===== config.mk =====
export PLATFORM = sky130hd
export DESIGN_NAME = halton_point_generator
export DESIGN_NICKNAME = d
export VERILOG_FILES = /design/src/rtl/hpg_pkg.sv /design/src/rtl/halton_point_generator.sv /design/src/rtl/hpg_front.sv /design/src/rtl/hpg_queue.sv /design/src/rtl/hpg_back.sv
export SDC_FILE = /design/constraint.sdc
export NUM_CORES = 2
export LEC_CHECK = 0
export BUFFER_PORTS_ARGS = -buffer_cell sky130_fd_sc_hd__buf_2
export CAP_MARGIN = 20
export CORE_MARGIN = 10
export CORE_UTILIZATION = 46
export DETAILED_ROUTE_END_ITERATION = 8
export MAX_ROUTING_LAYER = met4
export SLEW_MARGIN = 25
export SYNTH_ARGS = -nofsm -noshare
export SYNTH_HDL_FRONTEND = slang
export SYNTH_SLANG_ARGS = --single-unit
export TNS_END_PERCENT = 30

===== constraint.sdc =====
create_clock -name clk -period 19.42 [get_ports clk]
set_input_delay 5.826 -clock clk [delete_from_list [all_inputs] [get_ports clk]]
set_output_delay 5.826 -clock clk [all_outputs]
set_load 0.02 [all_outputs]

===== src/rtl/hpg_pkg.sv =====
// Shared constants, types and base tables for the Halton point generator.
package hpg_pkg;

  localparam int NUM_DIMENSIONS = 10;
  localparam int SAMPLE_BITS    = 14;
  localparam int FRACTION_BITS  = 32;   // even: the divider retires two bits a cycle
  localparam int OFFSET_WIDTH   = 20;
  localparam logic [OFFSET_WIDTH-1:0] OFFSET_MODULUS = OFFSET_WIDTH'(1000000);

  localparam int DIM_BITS    = 4;
  localparam int BASE_BITS   = 5;
  localparam int RECIP_BITS  = 32;
  // sample + 1 + reduced offset stays below 2^(OFFSET_WIDTH+1)
  localparam int IDX_BITS    = OFFSET_WIDTH + 1;
  // base^n <= base * index
  localparam int DEN_BITS    = IDX_BITS + BASE_BITS;
  localparam int DIV_STEPS   = FRACTION_BITS / 2;
  localparam int STEP_BITS   = $clog2(DIV_STEPS);
  localparam int QUEUE_DEPTH = 4;
  localparam int QPTR_BITS   = $clog2(QUEUE_DEPTH);
  localparam int QCNT_BITS   = $clog2(QUEUE_DEPTH + 1);

  typedef logic [DIM_BITS-1:0] dim_t;

  // One dimension's reversed digits, handed from front to back.
  typedef struct packed {
    dim_t                dim;
    logic [DEN_BITS-1:0] rev;
    logic [DEN_BITS-1:0] den;
  } work_t;

  typedef enum logic [1:0] {F_IDLE, F_DIGIT, F_FOLD} front_state_t;
  typedef enum logic [1:0] {B_IDLE, B_DIV, B_HOLD} back_state_t;

  function automatic logic [BASE_BITS-1:0] prime_base(input dim_t d);
    logic [BASE_BITS-1:0] b;
    unique case (d)
      4'd0:    b = 5'd2;
      4'd1:    b = 5'd3;
      4'd2:    b = 5'd5;
      4'd3:    b = 5'd7;
      4'd4:    b = 5'd11;
      4'd5:    b = 5'd13;
      4'd6:    b = 5'd17;
      4'd7:    b = 5'd19;
      4'd8:    b = 5'd23;
      4'd9:    b = 5'd29;
      default: b = 5'd2;
    endcase
    return b;
  endfunction

  // floor(2^32 / base) + 1: quotient is exact for any index below 2^21
  function automatic logic [RECIP_BITS-1:0] prime_recip(input dim_t d);
    logic [RECIP_BITS-1:0] m;
    unique case (d)
      4'd0:    m = 32'd2147483649;
      4'd1:    m = 32'd1431655766;
      4'd2:    m = 32'd858993460;
      4'd3:    m = 32'd613566757;
      4'd4:    m = 32'd390451573;
      4'd5:    m = 32'd330382100;
      4'd6:    m = 32'd252645136;
      4'd7:    m = 32'd226050911;
      4'd8:    m = 32'd186737709;
      4'd9:    m = 32'd148102321;
      default: m = 32'd2147483649;
    endcase
    return m;
  endfunction

endpackage


===== src/rtl/halton_point_generator.sv =====
// Top level: Halton radical-inverse point generator over the first ten primes.
// The front end takes a new sample only once it has handed all ten dimensions to the queue;
//   the back end may still be dividing earlier ones (pop plus 16 two-bit divide steps
//   per dimension), and a result not yet popped holds the divider once it is done.
// Reset (rst, synchronous): offset clears to 0, queues and result slot empty.
module halton_point_generator (
  input  logic                                clk,
  input  logic                                rst,
  // configuration: index offset, reduced modulo one million on write
  input  logic                                cfg_write,
  input  logic [hpg_pkg::OFFSET_WIDTH-1:0]    cfg_data,
  // input item queue side
  input  logic [hpg_pkg::SAMPLE_BITS-1:0]     sample_number,
  input  logic                                push,
  output logic                                full,
  // result item queue side
  output logic [hpg_pkg::DIM_BITS-1:0]        dimension,
  output logic [hpg_pkg::FRACTION_BITS-1:0]   fraction,
  output logic                                last,
  output logic                                empty,
  input  logic                                pop
);
  import hpg_pkg::*;

  logic [OFFSET_WIDTH-1:0] index_offset;

  work_t front_data;
  logic  front_push;
  logic  queue_full;
  work_t back_data;
  logic  back_pop;
  logic  queue_empty;

  // Offset is stored already reduced, so the index add needs no compare.
  always_ff @(posedge clk) begin
    if (rst) begin
      index_offset <= '0;
    end else if (cfg_write) begin
      if (cfg_data >= OFFSET_MODULUS) begin
        index_offset <= cfg_data - OFFSET_MODULUS;
      end else begin
        index_offset <= cfg_data;
      end
    end
  end

  // Front: index = sample + 1 + offset; per dimension, peel digits with a
  // reciprocal multiply and fold them into the reversed integer and base^n.
  hpg_front u_front (
    .clk           (clk),
    .rst           (rst),
    .sample_number (sample_number),
    .push          (push),
    .full          (full),
    .offset        (index_offset),
    .q_data        (front_data),
    .q_push        (front_push),
    .q_full        (queue_full)
  );

  // Decoupling queue: lets digit extraction run ahead of the divider.
  hpg_queue u_queue (
    .clk      (clk),
    .rst      (rst),
    .wr_data  (front_data),
    .wr_push  (front_push),
    .wr_full  (queue_full),
    .rd_data  (back_data),
    .rd_pop   (back_pop),
    .rd_empty (queue_empty)
  );

  // Back: floor(rev * 2^32 / base^n), result held in an output register so
  // the divider can start the next dimension while a result waits.
  hpg_back u_back (
    .clk       (clk),
    .rst       (rst),
    .q_data    (back_data),
    .q_empty   (queue_empty),
    .q_pop     (back_pop),
    .dimension (dimension),
    .fraction  (fraction),
    .last      (last),
    .empty     (empty),
    .pop       (pop)
  );

endmodule


===== src/rtl/hpg_front.sv =====
// Front end: takes a sample, peels base-b digits and builds the reversed integer per dimension.
module hpg_front (
  input  logic                                clk,
  input  logic                                rst,
  input  logic [hpg_pkg::SAMPLE_BITS-1:0]     sample_number,
  input  logic                                push,
  output logic                                full,
  input  logic [hpg_pkg::OFFSET_WIDTH-1:0]    offset,
  output hpg_pkg::work_t                      q_data,
  output logic                                q_push,
  input  logic                                q_full
);
  import hpg_pkg::*;

  front_state_t          state, state_next;
  logic [IDX_BITS-1:0]   start_idx, start_idx_next;
  logic [IDX_BITS-1:0]   idx, idx_next;
  logic [IDX_BITS-1:0]   quo, quo_next;
  logic [DEN_BITS-1:0]   rev, rev_next;
  logic [DEN_BITS-1:0]   den, den_next;
  dim_t                  dim, dim_next;

  logic [BASE_BITS-1:0]            base;
  logic [RECIP_BITS-1:0]           recip;
  logic [IDX_BITS+RECIP_BITS-1:0]  prod;
  logic [IDX_BITS+BASE_BITS-1:0]   quo_times_b;
  logic [IDX_BITS-1:0]             idx_rem;
  logic [DEN_BITS+BASE_BITS-1:0]   rev_times_b;
  logic [DEN_BITS+BASE_BITS-1:0]   den_times_b;
  logic [IDX_BITS-1:0]             new_idx;

  assign base  = prime_base(dim);
  assign recip = prime_recip(dim);

  // reciprocal multiply: quotient sits in the top bits
  assign prod = {{RECIP_BITS{1'b0}}, idx} * {{IDX_BITS{1'b0}}, recip};

  assign quo_times_b = {{BASE_BITS{1'b0}}, quo} * {{IDX_BITS{1'b0}}, base};
  assign idx_rem     = idx - quo_times_b[IDX_BITS-1:0];
  assign rev_times_b = {{BASE_BITS{1'b0}}, rev} * {{DEN_BITS{1'b0}}, base};
  assign den_times_b = {{BASE_BITS{1'b0}}, den} * {{DEN_BITS{1'b0}}, base};

  assign new_idx = IDX_BITS'(sample_number) + IDX_BITS'(offset) + IDX_BITS'(1);

  assign full       = (state != F_IDLE);
  assign q_data.dim = dim;
  assign q_data.rev = rev;
  assign q_data.den = den;

  always_ff @(posedge clk) begin
    if (rst) begin
      state <= F_IDLE;
    end else begin
      state <= state_next;
    end
    start_idx <= start_idx_next;
    idx       <= idx_next;
    quo       <= quo_next;
    rev       <= rev_next;
    den       <= den_next;
    dim       <= dim_next;
  end

  always_comb begin
    state_next     = state;
    start_idx_next = start_idx;
    idx_next       = idx;
    quo_next       = quo;
    rev_next       = rev;
    den_next       = den;
    dim_next       = dim;
    q_push         = 1'b0;
    unique case (state)
      F_IDLE: begin
        if (push) begin
          start_idx_next = new_idx;
          idx_next       = new_idx;
          rev_next       = '0;
          den_next       = DEN_BITS'(1);
          dim_next       = '0;
          state_next     = F_DIGIT;
        end
      end
      F_DIGIT: begin
        if (idx == '0) begin
          // all digits out: hand the dimension to the back end
          if (!q_full) begin
            q_push = 1'b1;
            if (dim == dim_t'(NUM_DIMENSIONS - 1)) begin
              state_next = F_IDLE;
            end else begin
              dim_next = dim + dim_t'(1);
              idx_next = start_idx;
              rev_next = '0;
              den_next = DEN_BITS'(1);
            end
          end
        end else begin
          quo_next   = prod[IDX_BITS+RECIP_BITS-1:RECIP_BITS];
          state_next = F_FOLD;
        end
      end
      F_FOLD: begin
        idx_next   = quo;
        rev_next   = rev_times_b[DEN_BITS-1:0] + DEN_BITS'(idx_rem[BASE_BITS-1:0]);
        den_next   = den_times_b[DEN_BITS-1:0];
        state_next = F_DIGIT;
      end
      default: state_next = F_IDLE;
    endcase
  end

endmodule


===== src/rtl/hpg_queue.sv =====
// Small FIFO of reversed-digit items between the front and back ends.
module hpg_queue (
  input  logic           clk,
  input  logic           rst,
  input  hpg_pkg::work_t wr_data,
  input  logic           wr_push,
  output logic           wr_full,
  output hpg_pkg::work_t rd_data,
  input  logic           rd_pop,
  output logic           rd_empty
);
  import hpg_pkg::*;

  work_t                 slots [QUEUE_DEPTH];
  logic [QPTR_BITS-1:0]  wr_ptr;
  logic [QPTR_BITS-1:0]  rd_ptr;
  logic [QCNT_BITS-1:0]  count;
  logic                  do_wr;
  logic                  do_rd;

  assign wr_full  = (count == QCNT_BITS'(QUEUE_DEPTH));
  assign rd_empty = (count == '0);
  assign rd_data  = slots[rd_ptr];
  assign do_wr    = wr_push && !wr_full;
  assign do_rd    = rd_pop && !rd_empty;

  always_ff @(posedge clk) begin
    if (rst) begin
      wr_ptr <= '0;
      rd_ptr <= '0;
      count  <= '0;
    end else begin
      if (do_wr) begin
        wr_ptr <= wr_ptr + QPTR_BITS'(1);
      end
      if (do_rd) begin
        rd_ptr <= rd_ptr + QPTR_BITS'(1);
      end
      if (do_wr && !do_rd) begin
        count <= count + QCNT_BITS'(1);
      end else if (do_rd && !do_wr) begin
        count <= count - QCNT_BITS'(1);
      end
    end
    if (do_wr) begin
      slots[wr_ptr] <= wr_data;
    end
  end

endmodule


===== src/rtl/hpg_back.sv =====
// Back end: restoring division of the reversed integer by base^n, two bits per cycle.
module hpg_back (
  input  logic                               clk,
  input  logic                               rst,
  input  hpg_pkg::work_t                     q_data,
  input  logic                               q_empty,
  output logic                               q_pop,
  output logic [hpg_pkg::DIM_BITS-1:0]       dimension,
  output logic [hpg_pkg::FRACTION_BITS-1:0]  fraction,
  output logic                               last,
  output logic                               empty,
  input  logic                               pop
);
  import hpg_pkg::*;

  back_state_t               state, state_next;
  logic [DEN_BITS-1:0]       rem, rem_next;
  logic [DEN_BITS-1:0]       den, den_next;
  logic [FRACTION_BITS-1:0]  quot, quot_next;
  logic [STEP_BITS-1:0]      step, step_next;
  dim_t                      dim, dim_next;

  logic                      out_valid;
  logic                      out_load;
  logic [FRACTION_BITS-1:0]  out_frac_src;
  logic                      out_free;

  logic [DEN_BITS:0]         t1, t2;
  logic                      ge1, ge2;
  logic [DEN_BITS-1:0]       r1, r2;

  // two dependent restoring steps
  assign t1  = {rem, 1'b0};
  assign ge1 = (t1 >= {1'b0, den});
  assign r1  = ge1 ? DEN_BITS'(t1 - {1'b0, den}) : t1[DEN_BITS-1:0];
  assign t2  = {r1, 1'b0};
  assign ge2 = (t2 >= {1'b0, den});
  assign r2  = ge2 ? DEN_BITS'(t2 - {1'b0, den}) : t2[DEN_BITS-1:0];

  assign out_free = !out_valid || pop;
  assign empty    = !out_valid;

  always_ff @(posedge clk) begin
    if (rst) begin
      state     <= B_IDLE;
      out_valid <= 1'b0;
    end else begin
      state <= state_next;
      if (out_load) begin
        out_valid <= 1'b1;
      end else if (pop) begin
        out_valid <= 1'b0;
      end
    end
    rem  <= rem_next;
    den  <= den_next;
    quot <= quot_next;
    step <= step_next;
    dim  <= dim_next;
    if (out_load) begin
      dimension <= dim;
      fraction  <= out_frac_src;
      last      <= (dim == dim_t'(NUM_DIMENSIONS - 1));
    end
  end

  always_comb begin
    state_next   = state;
    rem_next     = rem;
    den_next     = den;
    quot_next    = quot;
    step_next    = step;
    dim_next     = dim;
    q_pop        = 1'b0;
    out_load     = 1'b0;
    out_frac_src = quot;
    unique case (state)
      B_IDLE: begin
        if (!q_empty) begin
          q_pop      = 1'b1;
          rem_next   = q_data.rev;
          den_next   = q_data.den;
          dim_next   = q_data.dim;
          quot_next  = '0;
          step_next  = '0;
          state_next = B_DIV;
        end
      end
      B_DIV: begin
        rem_next  = r2;
        quot_next = {quot[FRACTION_BITS-3:0], ge1, ge2};
        step_next = step + STEP_BITS'(1);
        if (step == STEP_BITS'(DIV_STEPS - 1)) begin
          if (out_free) begin
            out_load     = 1'b1;
            out_frac_src = {quot[FRACTION_BITS-3:0], ge1, ge2};
            state_next   = B_IDLE;
          end else begin
            state_next = B_HOLD;
          end
        end
      end
      B_HOLD: begin
        if (out_free) begin
          out_load   = 1'b1;
          state_next = B_IDLE;
        end
      end
      default: state_next = B_IDLE;
    endcase
  end

endmodule

; Word level (Yosys, flattened, before mapping)
; Memory sizes are Yosys's and may differ from the RTL's. A register that Yosys moved wholly into a read port is not among the register bits.
; Index checks and enable logic that the tools add are counted.
[totals]
regBits = 280
ram_bits = 224
mem_bits_ro = 592
input_bits = 39
out_inout_bits = 39
mem_count = 3
[classes]
add_sub_neg = 13
multipliers = 4
order_cmp = 3
n_eq_ne = 17
muxes = 60
n_bitwise = 2
reduce_logical = 28
[mem_list]
columns = memory, depth, word_bits, rd, rd_clocked_by_memory_dff, wr, line
row1 = (no name shown), 16, 32, 1, 1, 0, hpg_pkg.sv:56  ; unique case (d)
row2 = u_queue.slots, 4, 56, 1, 1, 1, hpg_queue.sv:14  ; work_t slots [QUEUE_DEPTH];
row3 = (no name shown), 16, 5, 1, 1, 0, hpg_pkg.sv:37  ; unique case (d)
[op_table]
columns = op, count
row1 = two-way mux 26 bit, 11
row2 = case mux 26 bit (3 select lines), 2
row3 = two-way mux 32 bit, 4
row4 = two-way mux 21 bit, 4
row5 = case mux 32 bit (2 select lines), 1
row6 = case mux 21 bit (3 select lines), 1
row7 = greater-or-equal comparator 27 x 26 -> 1 bit, 2
row8 = multiplier 21 x 32 -> 53 bit, 1
row9 = multiplier 26 x 5 -> 26 bit, 2
row10 = case mux 26 bit (2 select lines), 1
row11 = subtractor 26 bit, 2
row12 = two-way mux 4 bit, 7
row13 = adder 26 x 5 -> 26 bit, 1
row14 = adder 14 x 20 -> 21 bit, 1
row15 = "adder 21 x 1 -> 21 bit, second input constant", 1
row16 = logical NOT 21 bit, 1
row17 = multiplier 21 x 5 -> 5 bit, 1
row18 = "greater-or-equal comparator 20 bit, second input constant", 1
row19 = two-way mux 2 bit, 10
row20 = two-way mux 20 bit, 1
row21 = "subtractor 20 bit, second input constant", 1
row22 = case mux 4 bit (2 select lines), 2
row23 = "== test 4 bit, second input constant", 3
row24 = case mux 2 bit (3 select lines), 2
row25 = 25 further kinds, 64

; Longest topological paths before layout
[depth]
ltp_word = 9
depth_mapped = 26
ltp_nobuf = 25

; Cells and area by module
; From an unflattened synthesis, not the netlist that was laid out.
[unflattened]
cells_unflattened = 4973
area_unflattened_um2 = 52537.9
[by_module_without_submodules]
columns = mod, instances, cells_per_inst, area_each_um2, seq_area_each_um2
row1 = hpg_front, 1, 3742, 34570.7, 4334.2
row2 = hpg_queue, 1, 340, 8578.2, 6906.6
row3 = hpg_back, 1, 781, 8294.2, 3933.8
row4 = halton_point_generator, 1, 110, 1094.8, 400.4

; Least setup slack after synthesis
; OpenSTA, ideal clock, no wires.
[synth_path]
path_type = in2reg
start = in sample_number[0] (netlist name)
end = reg u_front.idx[20], data pin
t_arrival_ns = 8.123
setup_slack_ns = 11.042
cell_stages = 13
path_cell_list = inv_1 > ha_1 > inv_1 > fa_1 > a21o_1 > a21o_1 > a21oi_1 > o21ai_0 > a31oi_1 > a211oi_1 > or2_2 > and4_1 > o21a_1
[synth_via]
elab_chain_cells = 4
[synth_rtl]
columns = item, line
row1 = from (decl), halton_point_generator.sv:13  ; input logic [hpg_pkg::SAMPLE_BITS-1:0] sample_number,
row2 = adder 14 x 20 -> 21 bit, hpg_front.sv:43  ; assign new_idx = IDX_BITS'(sample_number) + IDX_BITS'(offset) + IDX_BITS'(1);
row3 = adder 21 x 1 -> 21 bit, hpg_front.sv:43
row4 = via u_front.new_idx[20], hpg_front.sv:30  ; logic [IDX_BITS-1:0] new_idx;
row5 = two-way mux 21 bit, hpg_front.sv:75  ; if (push) begin
row6 = case mux 21 bit (3 select lines), hpg_front.sv:73  ; unique case (state)
row7 = via u_front.idx_next[20], hpg_front.sv:17  ; logic [IDX_BITS-1:0] idx, idx_next;
row8 = to (signal assigned), hpg_front.sv:57  ; idx <= idx_next;
row9 = to (decl), hpg_front.sv:17
; The timed path passes the listed nets, and every way through them passes these cells. The select of a mux whose other input is x is not followed.
; A chain may end at the register's enable or synchronous reset.

; Worst setup path after layout
; Ends and elaborated chain as after synthesis.

==> results.cfg <==
[yosys]
yosysMostFrequentCell = inv_1
syn_area_sq_um = 52300
synthTopCellsByArea = edfxtp_1, fa_1, ha_1
ys_warn_count = 0
synth_top_area_cell = edfxtp_1
synth_seq_cells = 542
syn_avg_cell_area_sq_um = 10.6
async_reset_ff_share_pct = 0
syn_inst = 4948
synth_cell_types = 92
synth_enable_flop_cells = 472
synthesis.nets = 6028
synthTopCellsByCount = inv_1, fa_1, nand2_1, and2_1, edfxtp_1
seq_area_frac_synth_pct = 29.8
synth_top_cell_area_share_pct = 27.1
synth_flop_cell = edfxtp_1

[placement]
dpl.hpwl_microns = 90900
dp_cells = 6370
portBuffers = 77
gp_congestion = 0.869

[route]
first_pass_iters = 7
wl_per_cell_microns = 19.7
drt-initial-drc-count = 2233
ant_nets = 0
drcViolationCount = 0
routed_wl_microns = 128000
vias_per_cell = 5.38
vias = 34900

[clocking]
ctsResizeCount = 0
root_buffer = clkbuf_16
cts_tree = built
cts_setup_buffers = 0
clock-sinks = 542
path_clk_slew_ps = 60
clockBufferDepth = 3
cts_buffers = 60
clock_latency_ps = 690
cts.htree.levels = 2
cts_hold_buf = 0

[sta]
hold_viol_final = 0
setup_viol = 0
worstMarginPinSlew_ps = 1120
slew_headroom_pct = 25.0
fin_tns_setup_ps = 0
skew_ps = 43.2
finalMaxSlewViolations = 0
fmax_mhz = 122
finalCriticalPeriod_ps = 8210
rsz0062_at_grt = false
min_period_over_period_pct = 42.3

[global_routing]
grt_max_degree = 75
grt_first_pass_wirelength_microns = 206000
grt_pass1_vias = 36500
grt.met1_usage_pct = 28.7
grtUsageTotal_pct = 20.9
met3_usage_pct = 2.55
overflow = 0
grt_antenna_before_repair = 6
grt-busiest-layer = met2
grt_util_met2_pct = 33.1

[run]
maxCapViolations = 0

[worst_setup_path]
crit_buf_inv = 3
critical_path.max_fanout = 4
critPathKind = in -> reg
crit_chain = buf_2 > inv_1 > ha_1 > inv_1 > fa_1 > a21o_1 > a21o_1 > a21oi_1 > o21ai_0 > a31oi_1 > a211oi_1 > or2_2 > and4_1 > o21a_1
start_kind = input port
crit_family = compound AO/OA/AOI/OAI gates
endpoint_kind = flop
crit_path_top_delay_cell = fa_1
required_ps = 19820
worstPathArrival_ps = 8610
crit_path_max_incr_delay_ps = 390

[worst_hold_path]
hold_class = reg -> reg

[cells_and_area]
fill_cells = 10300
fin_nets = 6013
fin_cells = 6487
areaGrowthSynthToFinish_pct = 7.62
drive_above_1_share_pct = 7.68

[floorplanning]
coreArea_sq_um = 113000
io_pins = 78
die_w_microns = 357
rows = 123
die_h_microns = 357
die-area_sq_um = 128000
initial_core_util_pct = 46.5

[outcome]
run_status = finished clean
==> flip-flops by register name, indices dropped and copies added, names as in the netlist, 20 cells and up, named ones only <==
name,count
u_queue.slots,224
u_back.fraction,32
u_back.quot,32
u_front.recip,32
u_back.den,26
u_back.rem,26
u_front.den,26
u_front.rev,26
u_front.idx,21
u_front.quo,21
u_front.start_idx,21
index_offset,20
==> layout by cell type, fill, tap and decap left out, types with 10 or more instances in the layout <==
cell / synthesis / routed
xnor2_1: 114 / 114
or3_1: 16 / 16
a21o_1: 62 / 62
a221o_1: 10 / 10
nand2_1: 602 / 602
mux2i_1: 29 / 29
buf_2: 8 / 77
mux4_2: 56 / 56
fa_1: 706 / 706
nand3_1: 40 / 40
inv_1: 820 / 820
a21oi_1: 143 / 143
o21a_1: 29 / 29
a211oi_1: 17 / 17
and3_1: 21 / 21
o21ai_1: 45 / 45
a31oi_1: 20 / 20
nor2_1: 156 / 155
nor2b_1: 19 / 18
dfxtp_2: 0 / 10
nor4_1: 13 / 13
buf_4: 3 / 69
mux2_1: 14 / 14
nand4_1: 17 / 17
o21ai_0: 65 / 64
nand2b_1: 11 / 11
nor3_1: 35 / 34
ha_1: 335 / 334
edfxtp_1: 472 / 472
and2_1: 541 / 536
clkbuf_1: 204 / 15
xor2_1: 45 / 45
a221oi_1: 13 / 13
mux2_2: 39 / 39
o21bai_1: 19 / 19
dfxtp_1: 70 / 59
clkinv_1: 1 / 10
clkbuf_16: 0 / 60
==> worst paths after layout <==
path	startpoint	endpoint	slack, ps	cells after the start
max reg2reg	u_front.idx[6]$_DFFE_PP_	u_front.quo[20]$_DFFE_PP_	11300	22
min reg2reg	u_back.dim[3]$_DFFE_PP_	u_back.dimension[3]$_DFFE_PP_	450	0
min	u_back.dim[3]$_DFFE_PP_	u_back.dimension[3]$_DFFE_PP_	450	0
max	sample_number[0]	u_front.idx[20]$_DFFE_PP_	11210	14
==> layout make-up <==
type                    count  area, sq um  share of cell area (%)
multi-input cells        3358        32900                    58.3
inverters                 824         3090                    5.49
repair buffers            147          923                    1.64
diodes                      3         7.51                  0.0133
flip-flops and latches    542        15600                    27.7
clock buffers              77         1580                    2.80
well taps                1500         1880                    3.33
clock inverters            36          398                   0.706
==> stage by stage <==
stage | hold WS [ps] | worst slack (ps) | cell area [sq um] | utilization [%]
after global routing | 481 | 10860 | 56300 | 50.0
after detailed placement | 438 | 10580 | 54300 | 48.2
after global placement | 427 | 10600 | 54300 | 48.2
after floorplan | 417 | 11040 | 52300 | -
after CTS | 452 | 11260 | 56300 | 50.0
final | 453 | 11210 | 56300 | 50.0
==> layer usage <==
| metal | wire length (microns) | share of wire [%] |
|---|---|---|
| met5 | 0 | 0 |
| met1 | 57800 | 45 |
| met4 | 3130 | 2.4 |
| met2 | 59500 | 47 |
| met3 | 7270 | 5.7 |
==> kinds of logic (layout without fill, tap and decap cells) <==
group	count (synthesis)	count (layout)	synth area share, %
AOI/OAI and AO/OA	523	523	6.67
buffers and inverters	1048	1084	7.57
xor gates and xnor gates	159	159	2.66
muxes	142	142	4.21
DFF	542	542	29.8
other	0	3	0
and+or+nand+nor	1493	1493	14.1
adders and majority gates	1041	1041	35.0
Power is left out: the tool's default activity adds up to more than one toggle a clock period on the data nets, which glitch-free logic cannot reach.
